--- src/hdl/pfsc_pkg.sv ---
`default_nettype none
package pfsc_pkg;

    localparam int CORDIC_STAGES_DEF   = 16;
    localparam int ANGLE_FRAC_BITS_DEF = 13;
    localparam int TABLE_LEN           = 24;

    localparam int POS_W  = 24;
    localparam int DIFF_W = 25;
    localparam int Q_W    = 16;
    localparam int RATE_W = 16;
    localparam int GAIN_W = 16;
    localparam int LIM_W  = 15;
    localparam int CFG_W  = 16;
    localparam int IDX_W  = 2;
    localparam int VEC_W  = 35;
    localparam int ROT_W  = 33;
    localparam int CS_W   = ROT_W - 16;

    localparam logic [IDX_W-1:0] REG_ALONG_GAIN   = 2'd0;
    localparam logic [IDX_W-1:0] REG_HEADING_GAIN = 2'd1;
    localparam logic [IDX_W-1:0] REG_LATERAL_GAIN = 2'd2;
    localparam logic [IDX_W-1:0] REG_MAX_TURN     = 2'd3;

    localparam logic [GAIN_W-1:0] GAIN_RESET = 16'd256;
    localparam logic [LIM_W-1:0]  LIM_RESET  = 15'd4096;

    localparam longint PI_Q30      = 64'sd3373259426;
    localparam longint HALF_PI_Q30 = 64'sd1686629713;
    localparam longint GAIN_Q30    = 64'sd652032874;

    localparam longint ATAN_Q30 [TABLE_LEN] = '{
        64'sh3243F6A8, 64'sh1DAC6705, 64'sh0FADBAFC, 64'sh07F56EA6,
        64'sh03FEAB76, 64'sh01FFD55B, 64'sh00FFFAAA, 64'sh007FFF55,
        64'sh003FFFEA, 64'sh001FFFFD, 64'sh000FFFFF, 64'sh0007FFFF,
        64'sh0003FFFF, 64'sh0001FFFF, 64'sh0000FFFF, 64'sh00007FFF,
        64'sh00003FFF, 64'sh00001FFF, 64'sh00000FFF, 64'sh000007FF,
        64'sh000003FF, 64'sh000001FF, 64'sh000000FF, 64'sh0000007F
    };

    // q30 angle rounded half up to the angle format
    function automatic longint to_angle(input longint q30, input int frac);
        return (q30 + (64'sd1 <<< (29 - frac))) >>> (30 - frac);
    endfunction

    function automatic longint atan_angle(input int idx, input int frac);
        return to_angle(ATAN_Q30[idx], frac);
    endfunction

    function automatic longint sat_s(input longint v, input int w);
        longint hi;
        hi = (64'sd1 <<< (w - 1)) - 64'sd1;
        if (v > hi)
            return hi;
        else if (v < -hi - 64'sd1)
            return -hi - 64'sd1;
        return v;
    endfunction

    typedef struct packed {
        logic signed [DIFF_W-1:0] dx;
        logic signed [DIFF_W-1:0] dy;
        logic signed [RATE_W-1:0] gv;
        logic signed [RATE_W-1:0] gw;
        logic                     mzero;
        logic                     gzero;
    } vside_t;

    typedef struct packed {
        logic signed [DIFF_W-1:0] dx;
        logic signed [DIFF_W-1:0] dy;
        logic signed [RATE_W-1:0] gv;
        logic signed [RATE_W-1:0] gw;
    } rside_t;

    typedef struct packed {
        logic [GAIN_W-1:0] along_gain;
        logic [GAIN_W-1:0] heading_gain;
        logic [GAIN_W-1:0] lateral_gain;
        logic [LIM_W-1:0]  max_turn_rate;
    } cfg_t;

endpackage
`default_nettype wire

--- src/hdl/pfsc_rot_cell.sv ---
`default_nettype none
module pfsc_rot_cell
    import pfsc_pkg::*;
#(
    parameter int IDX             = 0,
    parameter int ANGLE_FRAC_BITS = ANGLE_FRAC_BITS_DEF,
    parameter int AW              = ANGLE_FRAC_BITS_DEF + 6
)
(
    input  wire                        clk,
    input  wire logic signed [ROT_W-1:0] x_in,
    input  wire logic signed [ROT_W-1:0] y_in,
    input  wire logic signed [AW-1:0]    a_in,
    output logic signed [ROT_W-1:0]      x_out,
    output logic signed [ROT_W-1:0]      y_out,
    output logic signed [AW-1:0]         a_out
);

    localparam logic signed [AW-1:0] ATAN = AW'(atan_angle(IDX, ANGLE_FRAC_BITS));

    logic signed [ROT_W-1:0] x_reg, y_reg, x_next, y_next;
    logic signed [AW-1:0]    a_reg, a_next;
    logic signed [ROT_W-1:0] xs, ys;

    always_comb
    begin
        xs = x_in >>> IDX;
        ys = y_in >>> IDX;
        // drive residual angle toward zero
        if (a_in >= 0)
        begin
            x_next = x_in - ys;
            y_next = y_in + xs;
            a_next = a_in - ATAN;
        end
        else
        begin
            x_next = x_in + ys;
            y_next = y_in - xs;
            a_next = a_in + ATAN;
        end
    end

    always_ff @(posedge clk)
    begin
        x_reg <= x_next;
        y_reg <= y_next;
        a_reg <= a_next;
    end

    assign x_out = x_reg;
    assign y_out = y_reg;
    assign a_out = a_reg;

endmodule
`default_nettype wire

--- config.mk ---
export PLATFORM = sky130hd
export DESIGN_NAME = pfsc_rot_cell
export DESIGN_NICKNAME = d
export VERILOG_FILES = /design/src/hdl/pfsc_pkg.sv /design/src/hdl/pfsc_rot_cell.sv
export SDC_FILE = /design/constraint.sdc
export NUM_CORES = 1
export LEC_CHECK = 0
export BUFFER_PORTS_ARGS = -buffer_cell sky130_fd_sc_hd__buf_2
export CORE_ASPECT_RATIO = 0.5
export CORE_UTILIZATION = 50
export CTS_CLUSTER_DIAMETER = 40
export DETAILED_ROUTE_END_ITERATION = 12
export PLACE_DENSITY = 0.74
export SYNTH_ARGS = -nofsm -noshare
export SYNTH_HDL_FRONTEND = slang
export SYNTH_SLANG_ARGS = --single-unit
--- constraint.sdc ---
create_clock -name clk -period 3.4 [get_ports clk]
set_input_delay 0 -clock clk [delete_from_list [all_inputs] [get_ports clk]]
set_output_delay 0 -clock clk [all_outputs]
set_load 0.02 [all_outputs]
=== Word level (Yosys, flattened, before mapping) ===
Index checks and enable logic that the tools add are counted.

* Bits in read-only memories: 0
* Logic and storage cells: 12
* Bits in latches: 0
* Output and inout port bits: 85
* Memory bits (writable): 0
* Memories kept: 0
* Register bits: 85

* Multiplexer cells: 3
* $add $sub $neg: 5
* Bitwise operators: 0
* Order comparisons: 1
* Multiply operators: 0
* Reductions and logical operators: 0
* Divide/modulo/power cells: 0
* Shift operators: 0
* Equal/unequal tests: 0

{| class="wikitable"
|+ Operators with widths
! operator !! count
|-
| 2-to-1 mux 33 bit || 2
|-
| subtractor 33 bit || 2
|-
| adder 33 bit || 1
|-
| adder 19 x 14 -> 19 bit, second input constant || 1
|-
| greater-or-equal comparator 19 x 1 -> 1 bit, second input constant || 1
|-
| 2-to-1 mux 19 bit || 1
|-
| subtractor 19 x 14 -> 19 bit, second input constant || 1
|}

=== Depth between registers and ports, before layout ===
* Word-level depth: 2
* Gate-level depth with buffers: 14
* Depth with buffers taken out: 12

=== Worst setup path before layout ===
OpenSTA, ideal clock, no wires.

* Path kind: input to register
* Start point: input port a_in[18]
* End point: register a_reg[15] (netlist: a_out[15])
* Data arrival time: 3.045 ns
* Stages on the path: 14
* Path buffers: 3
* Data required time: 3.328 ns
* Slack: 0.283 ns
* Setup time: 0.072 ns
* Cell sequence: clkbuf_1 > clkinv_1 > clkbuf_1 > clkbuf_1 > fa_1 > a21o_1 > a21oi_1 > o21bai_1 > a21o_1 > a21oi_1 > o211ai_1 > a31o_2 > a21oi_1 > xnor2_1

* Longest elaborated chain between the ends: 2

{| class="wikitable"
|+ Ends and longest elaborated chain
! item !! line !! text
|-
| start, declared || pfsc_rot_cell.sv:13 || <nowiki>input wire logic signed [AW-1:0] a_in,</nowiki>
|-
| greater-or-equal comparator 19 x 1 -> 1 bit || pfsc_rot_cell.sv:30 || <nowiki>if (a_in >= 0)</nowiki>
|-
| 2-to-1 mux 19 bit || pfsc_rot_cell.sv:30 ||
|-
| net a_next[15] || pfsc_rot_cell.sv:22 || <nowiki>logic signed [AW-1:0] a_reg, a_next;</nowiki>
|-
| end signal, assigned || pfsc_rot_cell.sv:48 || <nowiki>a_reg <= a_next;</nowiki>
|-
| end, declared || pfsc_rot_cell.sv:22 ||
|}

The timed path passes the listed nets, and every way through them passes these cells.

=== Worst setup path in the final report ===
* Start point: input port y_in[0]
* End point: register x_reg[30] (netlist: x_out[30])

* Longest elaborated chain between the ends: 2

{| class="wikitable"
|+ Ends and longest elaborated chain
! item !! line !! text
|-
| start, declared || pfsc_rot_cell.sv:12 || <nowiki>input wire logic signed [ROT_W-1:0] y_in,</nowiki>
|-
| adder 33 bit or subtractor 33 bit (tied branches) || pfsc_rot_cell.sv:38, pfsc_rot_cell.sv:32 ||
|-
| 2-to-1 mux 33 bit * || pfsc_rot_cell.sv:30 ||
|-
| net x_next[30] || pfsc_rot_cell.sv:21 || <nowiki>logic signed [ROT_W-1:0] x_reg, y_reg, x_next, y_next;</nowiki>
|-
| end signal, assigned || pfsc_rot_cell.sv:46 || <nowiki>x_reg <= x_next;</nowiki>
|-
| end, declared || pfsc_rot_cell.sv:21 ||
|}

Mark *: on every way through the listed nets, which the timed path passes. The rest lies on a longest branch.

==> key figures <==
Hold path
  • Worst Hold Class: in -> reg
  • Hold path depth: 4

STA
  • Slew @ Worst Pin: between 1000 and 1500 ps
  • Fin worst setup slack: slightly above 200 ps
  • Tmin final: between 3000 and 4000 ps
  • Endpoints failing setup: 0
  • Slew headroom: 0.3332
  • Setup TNS: 0 ps
  • Final hold vios: 0
  • Fin crit share: 0.9401
  • Unrepaired setup endpoints after global routing: false
  • Max Fclk: approximately 0.31 GHz
  • Max Slew Vio Count: 0

Clocking
  • CTS tree: built
  • Clock-pin slew on the worst setup and hold paths: roughly 70 ps
  • Num CTS Buffers: 9
  • Sink Count: 84
  • Root Driver: clkbuf_16
  • Clock Tree Buf Depth: 2
  • Setup bufs post-CTS: 0
  • CTS resizes: 0
  • CTS H-tree depth: 3

Global routing
  • Wire length of the first global-routing pass: roughly 39 mm
  • Met2 GRT Util: 0.4515
  • Overflow after GRT: 0
  • Vias in the first global route: roughly 7.6k
  • Met3 GRT Util: 0.05348
  • Grt met1 use: 0.4083
  • Total GRT Usage: 0.2884
  • GR peak layer: met2
  • Initial antenna violation count: 0
  • Largest net degree at the start of global routing: 91

Synth
  • #FFs+latches synth: 84
  • EDFF count, synth: 0
  • Synthesis Warnings: 0
  • Syn nets: between 1k and 1.5k
  • Synthesized instance count: 1060
  • Sequential area share after synthesis: 0.2045
  • Synth cell types: a little over 80
  • Top_reg_cell synth: dfxtp_1
  • Syn avg cell area: a little under 8 µm²
  • FFs w/ async S/R, synth: 0
  • Mapped cell area: 0.008223 mm²

Finish
  • # diodes: 0
  • Cell Count, Final, Fillers Out: 1435
  • Area Growth Syn to Fin: 16.71%
  • Fill cells: between 1k and 1.5k
  • Share of layout cells above drive strength 1: 0.1936
  • Nets: between 1k and 1.5k
  • Commonest non-fill, non-tap cell in the layout: buf_2
  • Most frequent cells in the layout: 170 x buf_2, 116 x a21oi_1, 112 x ha_1, 98 x inv_1, 85 x nor2_1

Setup path
  • CP Max Fanout: 3
  • Top cell family by delay on the critical path: compound AO/OA/AOI/OAI gates
  • Critical path data required time: ~3700 ps
  • Critical path class: in -> reg
  • Slowest CP cell: dlygate4sd3_1
  • Cell mode on critical path: a211oi_2
  • Setup crit end kind: register
  • CP peak stage delay: 530 ps
  • Critical Path Start Type: input port
  • CP cell instances: dlygate4sd3_1 > buf_2 > ha_1 > fa_1 > nand2b_1 > a211oi_2 > o41ai_2 > a2111oi_2 > o21bai_1 > a211oi_2 > o311ai_1 > a221oi_2 > xnor2_1
  • WP depth: 13
  • Worst path bufs/invs: 2
  • Data arrival, critical path: between 3000 and 4000 ps

Place
  • Dpl cells: approximately 1.4k
  • Post-place setup slack: 347.3 ps
  • Placer Congestion: approximately 0.93
  • Final HPWL DP: ~19 mm
  • Port-buffer cells: 170

Power
  • Maximum VDD drop: around 0.27 mV
  • Gate power share: 0.432
  • Net switching power: 1.659 mW
  • Leak pwr: about 4.6 nW
  • Pint: around 2.6 mW
  • Sw frac: 0.3877
  • Total power: about 4.3 mW
  • Clock Power Share: 0.272
  • PwrDens: about 450 mW/mm²
  • Flop pwr share: 0.296

Die
  • Die Span Y: between 90 and 100 µm
  • Row count: 32
  • Chip Width: 183.4 µm
  • I/O pin count: between 150 and 200
  • Die footprint: between 0.015 and 0.02 mm²
  • Core Region: between 0.015 and 0.02 mm²
  • Initial Utilization: 0.5226

Run
  • Number of max-cap violations: 0

Drt
  • Vias per cell: roughly 5.8
  • Number of nets with antenna violations after routing: 0
  • Initial DRT Pass Iterations: 5
  • Vias post-DR: 8263
  • WL per Instance: roughly 17 µm
  • Routed Wire Length: 24.46 mm
  • DR iter-0 viols: around 740
  • DRC Markers: 0

Outcome
  • Outcome: completed
==> layer usage <==
metal,up-vias,wire (µm),part of all wire
met2,356,10580,0.43
met5,-,0,0
li1,4022,-,-
met4,0,303,0.012
met1,3860,11720,0.48
met3,25,1855,0.076
==> per-stage QoR <==
stage | hold WS (ps) | utilization | area, µm²
after floorplan | 27.72 | - | 8223
after global placement | 102.3 | 0.5851 | 9206
after detailed placement | 106.4 | 0.5851 | 9206
after CTS | 10.78 | 0.6099 | 9597
after global routing | 24.82 | 0.6099 | 9597
final | 16.19 | 0.6099 | 9597
==> state kept, by name, indices dropped and copies added, names as in the netlist <==
| register | cells |
|---|---|
| x_out | 33 |
| y_out | 32 |
| a_out | 19 |
==> power by group through the flow <==
stage | Sequential [mW] | Clock (mW) | Combinational [mW]
after CTS | 1.27 | 1.18 | 1.83
after global routing | 1.29 | 1.23 | 2.00
after floorplan | 1.59 | 0 | 0.965
after global placement | 1.28 | 0 | 1.80
after detailed placement | 1.29 | 0 | 1.82
final | 1.27 | 1.17 | 1.85
==> area by class of cell <==
cell class / instances / area [µm²] / area share
tap: 221 / 276.5 / 0.02881
timing repair buffer: 187 / 991.0 / 0.1033
clock inverter: 5 / 107.6 / 0.01121
sequential: 84 / 1682 / 0.1752
multi-input combinational: 823 / 5917 / 0.6166
inverter: 104 / 390.4 / 0.04068
clock buffer: 11 / 232.7 / 0.02425
==> cell usage after synthesis, drive strengths merged (6+ instances only) <==
master	number	area share
a21oi	117	0.072
ha	112	0.17
inv	101	0.046
nor2	85	0.039
dfxtp	84	0.20
xnor2	63	0.067
o21ai	61	0.037
nand2	59	0.027
a21o	36	0.033
nand3	33	0.020
clkbuf	29	0.013
o21bai	22	0.020
buf	20	0.015
nand2b	18	0.014
nand4	17	0.013
nor3	16	0.0097
o31ai	15	0.015
a211oi	12	0.015
nor2b	11	0.010
nor4	11	0.0084
xor2	11	0.012
mux2i	10	0.012
o21a	8	0.0073
or2	8	0.0061
a31oi	6	0.0046
and3	6	0.0046
o211ai	6	0.0055
==> final timing paths <==
kind | start | endpoint
setup / recovery | y_in[0] | x_out[30]$_DFF_P_
hold / removal | x_in[0] | x_out[0]$_DFF_P_
==> cells by family (layout without fill, tap and decap cells) <==
group,Yosys count,after routing,share of synthesized area
muxes,11,11,0.01354
buffers and inverters,153,307,0.07593
DFF,84,84,0.2045
adders and majority gates,116,116,0.1802
xor gates and xnor gates,74,74,0.07882
and+or+nand+nor,283,283,0.1698
AOI/OAI and AO/OA,339,339,0.2772
==> repair_timing <==
item                                   in CTS  in global routing
setup endpoints to repair                   0                  2
endpoints found under the hold margin       5                  0
hold buffers                                5                  0
Note: power is estimated with default switching activity, not from simulation.
