==> src/hdl/pfsc_pkg.sv <==
`default_nettype none
package pfsc_pkg;

    localparam int CORDIC_STAGES_DEF   = 16;
    localparam int ANGLE_FRAC_BITS_DEF = 13;
    localparam int TABLE_LEN           = 24;

    localparam int POS_W  = 24;
    localparam int DIFF_W = 25;
    localparam int Q_W    = 16;
    localparam int RATE_W = 16;
    localparam int GAIN_W = 16;
    localparam int LIM_W  = 15;
    localparam int CFG_W  = 16;
    localparam int IDX_W  = 2;
    localparam int VEC_W  = 35;
    localparam int ROT_W  = 33;
    localparam int CS_W   = ROT_W - 16;

    localparam logic [IDX_W-1:0] REG_ALONG_GAIN   = 2'd0;
    localparam logic [IDX_W-1:0] REG_HEADING_GAIN = 2'd1;
    localparam logic [IDX_W-1:0] REG_LATERAL_GAIN = 2'd2;
    localparam logic [IDX_W-1:0] REG_MAX_TURN     = 2'd3;

    localparam logic [GAIN_W-1:0] GAIN_RESET = 16'd256;
    localparam logic [LIM_W-1:0]  LIM_RESET  = 15'd4096;

    localparam longint PI_Q30      = 64'sd3373259426;
    localparam longint HALF_PI_Q30 = 64'sd1686629713;
    localparam longint GAIN_Q30    = 64'sd652032874;

    localparam longint ATAN_Q30 [TABLE_LEN] = '{
        64'sh3243F6A8, 64'sh1DAC6705, 64'sh0FADBAFC, 64'sh07F56EA6,
        64'sh03FEAB76, 64'sh01FFD55B, 64'sh00FFFAAA, 64'sh007FFF55,
        64'sh003FFFEA, 64'sh001FFFFD, 64'sh000FFFFF, 64'sh0007FFFF,
        64'sh0003FFFF, 64'sh0001FFFF, 64'sh0000FFFF, 64'sh00007FFF,
        64'sh00003FFF, 64'sh00001FFF, 64'sh00000FFF, 64'sh000007FF,
        64'sh000003FF, 64'sh000001FF, 64'sh000000FF, 64'sh0000007F
    };

    // q30 angle rounded half up to the angle format
    function automatic longint to_angle(input longint q30, input int frac);
        return (q30 + (64'sd1 <<< (29 - frac))) >>> (30 - frac);
    endfunction

    function automatic longint atan_angle(input int idx, input int frac);
        return to_angle(ATAN_Q30[idx], frac);
    endfunction

    function automatic longint sat_s(input longint v, input int w);
        longint hi;
        hi = (64'sd1 <<< (w - 1)) - 64'sd1;
        if (v > hi)
            return hi;
        else if (v < -hi - 64'sd1)
            return -hi - 64'sd1;
        return v;
    endfunction

    typedef struct packed {
        logic signed [DIFF_W-1:0] dx;
        logic signed [DIFF_W-1:0] dy;
        logic signed [RATE_W-1:0] gv;
        logic signed [RATE_W-1:0] gw;
        logic                     mzero;
        logic                     gzero;
    } vside_t;

    typedef struct packed {
        logic signed [DIFF_W-1:0] dx;
        logic signed [DIFF_W-1:0] dy;
        logic signed [RATE_W-1:0] gv;
        logic signed [RATE_W-1:0] gw;
    } rside_t;

    typedef struct packed {
        logic [GAIN_W-1:0] along_gain;
        logic [GAIN_W-1:0] heading_gain;
        logic [GAIN_W-1:0] lateral_gain;
        logic [LIM_W-1:0]  max_turn_rate;
    } cfg_t;

endpackage
`default_nettype wire

==> src/hdl/pfsc_vec_cell.sv <==
`default_nettype none
module pfsc_vec_cell
    import pfsc_pkg::*;
#(
    parameter int IDX             = 0,
    parameter int ANGLE_FRAC_BITS = ANGLE_FRAC_BITS_DEF,
    parameter int AW              = ANGLE_FRAC_BITS_DEF + 6
)
(
    input  wire                        clk,
    input  wire logic signed [VEC_W-1:0] x_in,
    input  wire logic signed [VEC_W-1:0] y_in,
    input  wire logic signed [AW-1:0]    z_in,
    output logic signed [VEC_W-1:0]      x_out,
    output logic signed [VEC_W-1:0]      y_out,
    output logic signed [AW-1:0]         z_out
);

    localparam logic signed [AW-1:0] ATAN = AW'(atan_angle(IDX, ANGLE_FRAC_BITS));

    logic signed [VEC_W-1:0] x_reg, y_reg, x_next, y_next;
    logic signed [AW-1:0]    z_reg, z_next;
    logic signed [VEC_W-1:0] xs, ys;

    always_comb
    begin
        xs = x_in >>> IDX;
        ys = y_in >>> IDX;
        // drive y toward zero
        if (y_in >= 0)
        begin
            x_next = x_in + ys;
            y_next = y_in - xs;
            z_next = z_in + ATAN;
        end
        else
        begin
            x_next = x_in - ys;
            y_next = y_in + xs;
            z_next = z_in - ATAN;
        end
    end

    always_ff @(posedge clk)
    begin
        x_reg <= x_next;
        y_reg <= y_next;
        z_reg <= z_next;
    end

    assign x_out = x_reg;
    assign y_out = y_reg;
    assign z_out = z_reg;

endmodule
`default_nettype wire

==> config.mk <==
export PLATFORM = sky130hd
export DESIGN_NAME = pfsc_vec_cell
export DESIGN_NICKNAME = d
export VERILOG_FILES = /design/src/hdl/pfsc_pkg.sv /design/src/hdl/pfsc_vec_cell.sv
export SDC_FILE = /design/constraint.sdc
export NUM_CORES = 1
export LEC_CHECK = 0
export BUFFER_PORTS_ARGS = -buffer_cell sky130_fd_sc_hd__buf_2
export CORE_MARGIN = 1
export CORE_UTILIZATION = 30
export DETAILED_ROUTE_END_ITERATION = 8
export PLACE_DENSITY = 0.55
export SLEW_MARGIN = 20
export SYNTH_ARGS = -nofsm -noshare
export SYNTH_HDL_FRONTEND = slang
export SYNTH_SLANG_ARGS = --single-unit
==> constraint.sdc <==
create_clock -name clk -period 3.4 [get_ports clk]
set_input_delay 0.68 -clock clk [delete_from_list [all_inputs] [get_ports clk]]
set_output_delay 0.68 -clock clk [all_outputs]
set_load 0.005 [all_outputs]
### Yosys cells after proc, flatten, opt, wreduce, memory -nomap -nowiden

Index checks and enable logic that the tools add are counted.
Widths: inputs -> output; s select.

| cells by class | value |
|---|---|
| $add $sub $neg | 5 |
| multipliers | 0 |
| divide/modulo/power cells | 0 |
| $lt $le $gt $ge | 1 |
| eq/ne operators | 0 |
| shift-type cells | 0 |
| mux-type cells | 3 |
| bitwise gates (word level) | 0 |
| reductions and logical operators | 0 |

Operators with widths:

| operator | count |
|---|---|
| $mux 35 | 2 |
| $sub 35x35->35 | 2 |
| $add 35x35->35 | 1 |
| $ge 35x1->1 const B | 1 |
| $add 19x14->19 const B | 1 |
| $mux 19 | 1 |
| $sub 19x14->19 const B | 1 |

| storage, ports and cells | value |
|---|---|
| flip-flop bits (word level) | 89 |
| latch bits | 0 |
| bits in writable memories | 0 |
| memory bits (read-only) | 0 |
| input port bits | 90 |
| output and inout bits | 89 |
| word-level logic and storage cells | 12 |
| memories | 0 |

### Longest topological paths before layout

Gate-level depths: netlist of the first run.

| logic depth | value |
|---|---|
| word-level depth | 2 |
| gate-level depth with buffers | 13 |
| gate-level depth less buffers | 12 |

### Worst setup path after synthesis of the first run

OpenSTA, ideal clock, no wires.

| timing path | value |
|---|---|
| path kind | input-to-reg |
| from | input y_in[34] |
| to | register z_reg[17], in the netlist z_out[17] |
| setup time | 95 ps |
| data arrival time | 3244 ps |
| required time | 3305 ps |
| setup slack | 61 ps |
| stages | 12 |
| path buffers | 2 |
| cells stage by stage | inv_1 -> clkbuf_1 -> clkbuf_1 -> ha_1 -> a211oi_2 -> inv_1 -> o21ba_1 -> o21ai_1 -> a21oi_1 -> o211ai_1 -> or4b_1 -> o311ai_1 |

| on the way | value |
|---|---|
| cells in the longest elaborated chain, start to end | 2 |

Ends and longest elaborated chain:

| element | line | RTL |
|---|---|---|
| start: declaration | pfsc_vec_cell.sv:12 | `input wire logic signed [VEC_W-1:0] y_in,` |
| $ge 35x1->1 | pfsc_vec_cell.sv:30 | `if (y_in >= 0)` |
| $mux 19 | pfsc_vec_cell.sv:30 |  |
| named net z_next[17] | pfsc_vec_cell.sv:22 | `logic signed [AW-1:0] z_reg, z_next;` |
| end signal: assignment | pfsc_vec_cell.sv:48 | `z_reg <= z_next;` |
| end: declaration | pfsc_vec_cell.sv:22 |  |

The timed path passes the listed nets, and every way through them passes these cells.

### Worst setup path in the final report of the first run

| timing path | value |
|---|---|
| from | input x_in[0] |
| to | register x_reg[32], in the netlist x_out[32] |

| on the way | value |
|---|---|
| cells in the longest elaborated chain, start to end | 2 |
| elaborated cells between the ends (all ways) | 3 |
| classes of those cells | add/sub (2); mux (1) |

Ends and longest elaborated chain:

| element | line | RTL |
|---|---|---|
| start: declaration | pfsc_vec_cell.sv:11 | `input wire logic signed [VEC_W-1:0] x_in,` |
| $sub 35x35->35 / $add 35x35->35 (equally long branches) | pfsc_vec_cell.sv:38, pfsc_vec_cell.sv:32 |  |
| $mux 35 * | pfsc_vec_cell.sv:30 |  |
| named net x_next[32] | pfsc_vec_cell.sv:21 | `logic signed [VEC_W-1:0] x_reg, y_reg, x_next, y_next;` |
| end signal: assignment | pfsc_vec_cell.sv:46 | `x_reg <= x_next;` |
| end: declaration | pfsc_vec_cell.sv:21 |  |

Mark *: on every way through the listed nets, which the timed path passes. The rest lies on a longest branch.

==> summary.txt, run 1 <==
Yosys
  • Synth cell types: between 80 and 90
  • Ys async rst share: 0%
  • Main synth FF type: dfxtp_1
  • Largest area contributor in the netlist: dfxtp_1
  • Syn Nets: around 1,300
  • Synth top area share: 20.4%
  • Seq/Total Area, Yosys: around 20%
  • Number of enable flip-flop cells after synthesis: 0
  • Largest cells by area after synthesis: dfxtp_1, ha_1, a21oi_1
  • Syn Area/Cell: 7.63 µm²
  • Synth Instances: between 1,000 and 1,500
  • Post-Syn Area: 8650 µm²
  • FF+latch count, synth: between 80 and 90
  • Synth warn: 0

Global routing
  • Initial antenna violation count: 0
  • Total GRT Usage: between 20% and 30%
  • Largest net degree at the start of global routing: 92
  • First-pass GRT wire length: 46,900 µm
  • Gr ovfl total: 0
  • Vias in the first global route: around 8,600

Placed design
  • Routability cong.: about 0.95
  • I/O Buffers: 178
  • Placed Cells: 1,758
  • Placed Area: between 10,000 and 15,000 µm²
  • HPWL Detailed: about 26,000 µm

CTS
  • Hold_buf cts: 0
  • Post-CTS sizing: 0
  • Worst-path clk slew: 60 ps
  • Clk sink count: 88
  • Cts bufs inserted: 9
  • CTS H-tree lvls: 3
  • Cell at the root of the clock tree: clkbuf_16
  • Maximum clock insertion buffer count: 2
  • TritonCTS clock tree: done
  • Setup bufs post-CTS: 0

Drt
  • Vias per inst: between 5 and 6
  • Final ANT Viol Nets: 0
  • Iteration-0 DRC Markers: ~670
  • Drt pass-1 iters: 6
  • Via count: 9,108
  • DR WL/cell: about 17 µm
  • Final WL: around 30,000 µm
  • DRC viols: 0

Floorplan
  • I/O Pins: 179
  • Die X: 172 µm
  • Die Footprint: roughly 30,000 µm²
  • Core Area: approximately 28,000 µm²
  • Starting Density: 30.8%
  • FP Rows: 61
  • Die Y: between 150 and 200 µm

Worst setup path
  • Critical Path End Type: register
  • Critical path arrival: ~3400 ps
  • Crit start category: input port
  • Max FO, Critical Path: 3
  • Worst setup path start: x_in[0]
  • WP data required: around 3700 ps
  • End of the critical path: x_out[32]
  • WS Path Type: in2reg

Timing
  • Final hold vios: 0
  • RSZ-0062 raised after global routing: no
  • Final Critical Period: 3180 ps
  • Finish-stage setup viols: 0
  • Period utilization: 93.5%
  • Slew Viols, Final: 0
  • Worst Max-Slew Pin Slew: about 1000 ps
  • Fmax: 0.314 GHz
  • Slew headroom: 33.4%

Power and ir drop
  • Clk pwr share: about a quarter
  • Design internal power: around 0.0027 W
  • Peak VDD IR: about 200 µV
  • Pwr dens: ~390 nW/µm²
  • Switching power: between 0.0015 and 0.002 W
  • Leakage power: ~5.3 nW
  • Flop pwr share: a little under a third
  • Total power draw: 0.00431 W
  • Switching Fraction: between 30% and 40%
  • Comb power frac: 44.6%

Final layout
  • Ant diodes: 0
  • Layout cells sized above 1: about 24%
  • Layout net count: about 1,600
  • Area delta synth->final: 27.1%
  • Post-Layout Cell Count: 1,773
  • Post-Layout Inst Area: 11,000 µm²

Worst hold path
  • Hold depth: 1
  • HP Class: in2reg

Outcome
  • Status: complete, no violations

Job
  • Max-Cap Viols: 0
## flip-flops by register name, summed over array words and instances, names as in the netlist
name   count
x_out     34
y_out     35
z_out     19
## worst min path at each step
stage	slack [ps]	start	to
after global placement	790	z_in[0]	z_out[0]
final	440	z_in[0]	z_out[0]
after floorplan	710	z_in[0]	z_out[0]
after detailed placement	780	z_in[0]	z_out[0]
after CTS	420	z_in[0]	z_out[0]
after global routing	430	z_in[0]	z_out[0]
## cell families after synthesis
kind of cell | count (synthesis) | synth area share, %
compound gates | 377 | 28.2
fa+ha+maj | 124 | 18.3
buf+inv | 165 | 7.52
flops | 88 | 20.4
simple gates | 286 | 15.8
xor+xnor | 78 | 7.99
mux | 15 | 1.79
## cells in the mapped netlist, drive strengths merged, types with 3 or more instances
library cell / instances
a2111oi: 3
a211oi: 8
a21boi: 5
a21o: 26
a21oi: 137
a311oi: 3
a31o: 5
a31oi: 13
a41oi: 3
and2: 4
and3: 7
buf: 24
clkbuf: 24
dfxtp: 88
fa: 4
ha: 120
inv: 115
mux2i: 14
nand2: 57
nand2b: 9
nand3: 17
nand4: 13
nor2: 100
nor2b: 15
nor3: 31
nor4: 7
o2111ai: 5
o211ai: 8
o21a: 8
o21ai: 76
o21bai: 28
o221ai: 3
o311ai: 4
o31a: 6
o31ai: 11
or2: 5
or3: 9
or4: 6
xnor2: 68
xor2: 10
## stage by stage
stage	worst slack, ps	util [%]	TNS, ps	hold WS, ps
2_1_floorplan	60.9	-	0	708
3_3_place_gp	-123	38.1	-332	785
3_5_place_dp	-130	38.1	-315	785
4_1_cts	220	39.1	0	421
5_1_grt	4.70	39.1	0	429
6_report	220	39.1	0	436
## routing by layer
layer	up-vias	track usage [%]	wire, µm
li1	4492	-	-
met1	4241	27.6	14200
met2	340	33.4	13700
met3	35	2.42	1870
met4	0	6.93	735
met5	-	0	0
## worst max-delay path, cell delays in order
cell       delay (ps)
buf_2             100
inv_1              40
ha_1              220
fa_1              390
nor2b_1           140
o21ai_1           100
nor2b_1           190
o2111ai_1         290
a41oi_2           180
o31ai_1           320
buf_4             180
a2111oi_0         120
a311oi_2          300
xnor2_1           170
## power by group through the flow
| stage | Sequential [W] | Combinational (W) | Clock [W] |
|---|---|---|---|
| floorplan | 0.00139 | 0.00102 | 0 |
| global placement | 0.00137 | 0.00191 | 0 |
| detailed placement | 0.00138 | 0.00190 | 0 |
| CTS | 0.00136 | 0.00191 | 0.00105 |
| global route | 0.00138 | 0.00212 | 0.00108 |
| finish | 0.00135 | 0.00192 | 0.00103 |
## cells in the final DEF, fill, tap and decap left out, types with 10 or more instances in the layout
master,synthesis,final
mux2i_1,14,14
o21ai_0,54,54
nor2b_1,14,14
o21bai_1,28,28
xnor2_1,67,67
buf_4,3,116
a31oi_1,13,13
a21oi_1,136,136
dfxtp_1,88,88
nor2_1,100,100
nor3_1,31,31
buf_2,10,177
o31ai_1,10,10
inv_1,111,111
a21o_1,26,26
ha_1,120,120
o21ai_1,20,20
xor2_1,10,10
nand4_1,13,13
nand2_1,57,57
nand3_1,16,16
## layout make-up
type	count	area, µm²
Clock buffer	12	246
Clock inverter	3	42.5
Fill cell	2980	17100
Inverter	117	439
Multi-Input combinational cell	880	6230
Sequential cell	88	1760
Tap cell	378	473
Timing Repair Buffer	295	1800
No activity file was read; power rests on OpenSTA's default activity.
==> run 2, diff against run 1 <==
--- a/config.mk
+++ b/config.mk
@@ -9,6 +9,7 @@
 export CORE_MARGIN = 1
 export CORE_UTILIZATION = 30
 export DETAILED_ROUTE_END_ITERATION = 8
+export MAX_ROUTING_LAYER = met4
 export PLACE_DENSITY = 0.55
 export SLEW_MARGIN = 20
 export SYNTH_ARGS = -nofsm -noshare
==> constraint.sdc (replaced) <==
create_clock -name clk -period 2.61 [get_ports clk]
set_input_delay 0.522 -clock clk [delete_from_list [all_inputs] [get_ports clk]]
set_output_delay 0.522 -clock clk [all_outputs]
set_load 0.005 [all_outputs]
==> run 2 against run 1 <==
First-iteration DRC count decreased by 18%; the run now ends with setup timing left; clock power increased by 38%; die area unchanged.
==> summary.txt, run 2 (synthesis gave the netlist of run 1 again) <==
Job
  • Max-Cap Viols: 0

Worst setup path
  • Crit start category: input port
  • Worst setup path start: x_in[0]
  • Max FO, Critical Path: 4
  • WS Path Type: in2reg
  • Critical Path End Type: register
  • Critical path arrival: 2960 ps
  • WP data required: between 2000 and 3000 ps

Worst hold path
  • HP Class: in2reg
  • Hold_sp: z_in[0]

Floorplan
  • Die Y: around 170 µm
  • Die Footprint: around 30,000 µm²
  • Die X: about 170 µm
  • FP Rows: between 60 and 70
  • Core Area: roughly 28,000 µm²
  • I/O Pins: 179
  • Starting Density: 30.8%

Placed design
  • Routability cong.: roughly 0.94
  • HPWL Detailed: 28,200 µm
  • Worst slack, placed: -677 ps
  • Placed Cells: approximately 2,000
  • I/O Buffers: 178

Drt
  • Final ANT Viol Nets: 0
  • Drt pass-1 iters: 5
  • Vias per inst: between 4 and 5
  • Via count: between 9,000 and 10,000
  • DRC viols: 0
  • DR WL/cell: approximately 17 µm
  • Final WL: roughly 34,000 µm
  • Iteration-0 DRC Markers: 544

Global routing
  • Gr ovfl total: 0
  • First-pass GRT wire length: around 52,000 µm
  • M1 GR Usage: a little under a third
  • Met2 usage: 36.7%
  • Initial antenna violation count: 1
  • Total GRT Usage: between 20% and 30%
  • Vias in the first global route: about 9,700
  • GRT met3 Usage: between 3 and 4%
  • Gr busiest metal: met2
  • Largest net degree at the start of global routing: 61

Timing
  • Final setup margin: -106 ps
  • Slew Viols, Final: 0
  • Final hold vios: 0
  • Fmax: around 0.37 GHz
  • Period utilization: 104%
  • Setup TNS: -833 ps
  • Final Critical Period: 2720 ps
  • Slew headroom: a little under half
  • RSZ-0062 raised after global routing: yes
  • Finish-stage setup viols: 13
  • Worst Max-Slew Pin Slew: around 780 ps

Final layout
  • Layout net count: approximately 1,800
  • Final Util: between 40% and 50%
  • Layout cells sized above 1: a little over two fifths
  • Max FFs per register: 35
  • Ant diodes: 0
  • Commonest non-fill, non-tap cell in the layout: buf_4
  • Most frequent cells in the layout: buf_4, buf_2, a21oi_1, inv_1, ha_1
  • Post-Layout Cell Count: roughly 2,000
  • Area delta synth->final: 55.9%

CTS
  • Cts bufs inserted: 9
  • TritonCTS clock tree: done
  • Maximum clock insertion buffer count: 2
  • Worst-path clk slew: approximately 70 ps
  • Clk sink count: 88
  • Hold_buf cts: 0
  • Cell at the root of the clock tree: clkbuf_16
  • CTS H-tree lvls: 3

Power and ir drop
  • Pwr dens: about 470 nW/µm²
  • Leakage power: about 6.5 nW
  • Peak VDD IR: around 360 µV
  • Total power draw: between 0.006 and 0.007 W

Outcome
  • Failing checks: setup timing
  • Status: finished, violations left
==> run 2: per-layer routing <==
metal	vias up	part of all wire, %
met3	43	5.9
li1	4922	-
met4	0	2.4
met2	324	45
met5	-	0
met1	4647	47
==> run 2: area by class of cell <==
type | count | area (µm²)
tap | 378 | 473
clock buffer | 9 | 225
sequential | 88 | 1760
timing repair buffer | 512 | 3470
clock inverter | 4 | 72.6
multi-input combinational | 880 | 7020
inverter | 117 | 455
fill | 2866 | 14600
==> run 2: what timing repair did <==
item                       4_1_cts  5_1_grt
buffers inserted                 5        8
resized for setup               46      110
pin swaps                       26       53
cloned                           0        0
setup endpoints to repair       40       46
==> run 2: report_power, final <==
group | internal, W | leakage (nW) | switching [W] | total (W)
clock | 0.000823 | 0.143 | 0.000598 | 0.00142
sequential | 0.00166 | 0.743 | 0.0000979 | 0.00176
combinational | 0.00153 | 5.63 | 0.00162 | 0.00315
==> run 2: metrics by stage <==
step                      cell area (µm²)  hold WS [ps]
after global routing                13500           258
after global placement              12400           624
after floorplan                      8810           550
after detailed placement            12400           626
after CTS                           12900           257
final                               13500           263
==> run 2: final timing paths <==
path	to	slack, ps	depth (start not counted)
hold / removal	z_out[0]	260	1
setup / recovery	x_out[26]	-110	14
==> run 2: critical path, cell delays in order <==
cell       delay (ps)
buf_6             100
buf_12            110
ha_4              150
inv_2              40
fa_2              200
nor2_2             50
o311a_1           360
o221ai_2          230
o21ai_4           130
o2111ai_2         200
nand3_2           100
a311o_1           340
mux2_4            290
xnor2_2           130
==> run 3, diff against run 2 <==
--- a/config.mk
+++ b/config.mk
@@ -5,12 +5,13 @@
 export SDC_FILE = /design/constraint.sdc
 export NUM_CORES = 1
 export LEC_CHECK = 0
+export ABC_AREA = 1
 export BUFFER_PORTS_ARGS = -buffer_cell sky130_fd_sc_hd__buf_2
 export CORE_MARGIN = 1
 export CORE_UTILIZATION = 30
 export DETAILED_ROUTE_END_ITERATION = 8
 export MAX_ROUTING_LAYER = met4
-export PLACE_DENSITY = 0.55
+export PLACE_DENSITY = 0.54
 export SLEW_MARGIN = 20
 export SYNTH_ARGS = -nofsm -noshare
 export SYNTH_HDL_FRONTEND = slang
==> run 3 against run 2 <==
The flow now finishes without violations; hold slack barely moved; synthesized cell count rose by 49%; sequential power fell by 5%; final area fell by 3.2%.
==> summary.txt, run 3 <==
Floorplan
  • Starting Density: 30.4%
  • Die Y: between 150 and 200 µm
  • Die X: approximately 190 µm
  • Die Footprint: about 35,000 µm²
  • I/O Pins: between 150 and 200
  • FP Rows: 67
  • Core Area: 33,500 µm²

Placed design
  • I/O Buffers: 178
  • Placed Area: between 10,000 and 15,000 µm²
  • Routability cong.: slightly above 0.9
  • Placed Cells: approximately 2,500
  • HPWL Detailed: roughly 35,000 µm

Final layout
  • Layout net count: between 2,000 and 2,500
  • Area delta synth->final: 27.9%
  • Most frequent cells in the layout: nand2_1, inv_1, buf_4, buf_2, nand3_1
  • Layout cells sized above 1: between 20% and 30%
  • Seq. cell area: ~1800 µm²
  • Multi-input logic area: ~7200 µm²
  • Post-Layout Cell Count: 2,472
  • Final Util: 38.9%
  • Commonest non-fill, non-tap cell in the layout: nand2_1
  • Max FFs per register: 35
  • Ant diodes: 0
  • Fillers: about 3,700
  • Post-Layout Inst Area: ~13,000 µm²

Yosys
  • Mux contribution to synthesized area: less than 1%
  • Synth top area share: 17.4%
  • Synth cell types: 45
  • Xor and xnor fraction of the mapped netlist area: 3.60%
  • Synth warn: 0
  • Count leader, synth: nand2_1
  • Syn Nets: around 1,900
  • Post-Syn Area: 10,200 µm²
  • FF+latch count, synth: 88
  • Synth Instances: roughly 1,700
  • Synth Area in Adders: 15.5%
  • Syn Area/Cell: just over 6 µm²
  • Largest family of logic cells by synthesized area: simple AND/OR/NAND/NOR gates
  • Seq/Total Area, Yosys: between 15 and 20%
  • Synth cell count leaders: nand2_1, inv_1, nand3_1
  • Number of enable flip-flop cells after synthesis: 0
  • Largest cells by area after synthesis: nand2_1, dfxtp_1, ha_1
  • Largest area contributor in the netlist: nand2_1
  • Compound-gate portion of the synthesized area: 16.4%
  • Main synth FF type: dfxtp_1
  • Ys async rst share: 0%
  • Post-Synth Simple-Gate Area: roughly a third

Timing
  • Final Critical Period: about 2300 ps
  • Fmax: ~0.43 GHz
  • Finish-stage setup viols: 0
  • RSZ-0062 raised after global routing: no
  • Final hold vios: 0
  • Worst Max-Slew Pin Slew: about 840 ps
  • Fin Hold WS: roughly 260 ps
  • Period utilization: around 90%
  • Slew headroom: 44.1%
  • Slew Viols, Final: 0

Worst hold path
  • Hold_sp: z_in[0]
  • Hold depth: 1
  • HP Class: in2reg
  • Hold Path End: z_out[0]

Global routing
  • Gr ovfl total: 0
  • Vias in the first global route: roughly 12,000
  • Total GRT Usage: between 20% and 30%
  • Initial antenna violation count: 0
  • First-pass GRT wire length: about 64,000 µm
  • Largest net degree at the start of global routing: 73

Power and ir drop
  • Clk pwr share: between 20% and 30%
  • Design internal power: between 0.003 and 0.004 W
  • Switching Fraction: 41.2%
  • Pwr dens: roughly 460 nW/µm²
  • Switching power: between 0.002 and 0.0025 W
  • Peak VDD IR: around 340 µV
  • Comb power frac: ~49%
  • Flop pwr share: roughly 28%
  • Leakage power: between 7 and 8 nW

Drt
  • Drt pass-1 iters: 6
  • Final WL: 41,200 µm
  • Via count: about 12,000
  • Final ANT Viol Nets: 0
  • Iteration-0 DRC Markers: 766
  • DRC viols: 0
  • DR WL/cell: roughly 17 µm
  • Vias per inst: 4.81

CTS
  • Hold_buf cts: 0
  • Worst-path clk slew: ~60 ps
  • Setup bufs post-CTS: 0
  • Post-CTS sizing: 0
  • Maximum clock insertion buffer count: 2
  • TritonCTS clock tree: done
  • Cell at the root of the clock tree: clkbuf_16
  • Cts bufs inserted: 9
  • Clk sink count: 88
  • CTS H-tree lvls: 3

Job
  • Max-Cap Viols: 0

Worst setup path
  • Max FO, Critical Path: 8
  • Worst setup path start: x_in[9]
  • Critical path arrival: approximately 2600 ps
  • WP data required: roughly 2900 ps
  • Critical Path End Type: register
  • WS Path Type: in2reg
  • Crit start category: input port

Outcome
  • Status: complete, no violations
==> run 3: cell types whose count changed after synthesis, sizes merged, moves of 14 or more <==
cell	previous run	this run
nor2	100	163
nor2b	15	0
buf	24	40
inv	115	241
nand2	57	486
o21ai	76	106
xnor2	68	5
o21bai	28	14
xor2	10	37
clkbuf	24	6
a21o	26	12
nand3	17	155
==> run 3: worst max path at each step <==
| stage | endpoint | slack, ps | depth (start not counted) |
|---|---|---|---|
| 2_1_floorplan | x_out[32] | 470 | 13 |
| 3_3_place_gp | x_out[13] | -70 | 11 |
| 3_5_place_dp | x_out[24] | -40 | 14 |
| 4_1_cts | y_out[16] | 360 | 10 |
| 5_1_grt | x_out[23] | 120 | 13 |
| 6_report | y_out[16] | 300 | 10 |
==> run 3: final cells by class <==
type                            count  share of cell area [%]
Clock inverter                      5                   0.441
Multi-Input combinational cell   1315                    55.4
Tap cell                          448                    4.30
Inverter                          241                    6.93
Sequential cell                    88                    13.5
Timing Repair Buffer              364                    17.6
Clock buffer                       11                    1.78
==> run 3: critical path, stage by stage <==
cell     delay [ps]
buf_2           120
inv_1            50
ha_1            420
a21oi_1         140
buf_4           160
o21ai_0         350
a21oi_1         160
nand2_1         190
nor2_1           60
o31ai_1         370
==> run 3: logic make-up after synthesis <==
| family | Yosys count |
|---|---|
| buffers and inverters | 287 |
| multiplexers | 2 |
| adder cells (fa/ha/maj) | 124 |
| AND/OR/NAND/NOR | 848 |
| XOR/XNOR | 42 |
| flip-flops | 88 |
| AO/OA/AOI/OAI | 299 |
==> run 3: power by group through the flow <==
stage          Sequential [W]  Clock, W  Combinational, W
6_report              0.00167   0.00139           0.00291
5_1_grt               0.00169   0.00150           0.00321
4_1_cts               0.00168   0.00145           0.00289
3_5_place_dp          0.00170         0           0.00288
3_3_place_gp          0.00170         0           0.00288
2_1_floorplan         0.00173         0           0.00152
==> run 3: layer usage <==
layer | global-route usage, % | part of all wire [%] | vias up
met5 | - | 0 | -
met4 | 7.82 | 2.4 | 0
met3 | 2.71 | 5.0 | 55
met2 | 39.3 | 45 | 363
met1 | 31.8 | 48 | 5394
li1 | - | - | 6075
==> run 3: through the flow <==
stage,worst slack [ps],TNS [ps],total power (W)
after floorplan,466,0,0.00325
after CTS,361,0,0.00601
after global routing,121,0,0.00640
final,300,0,0.00597
after global placement,-71.2,-240,0.00458
after detailed placement,-44.4,-231,0.00458
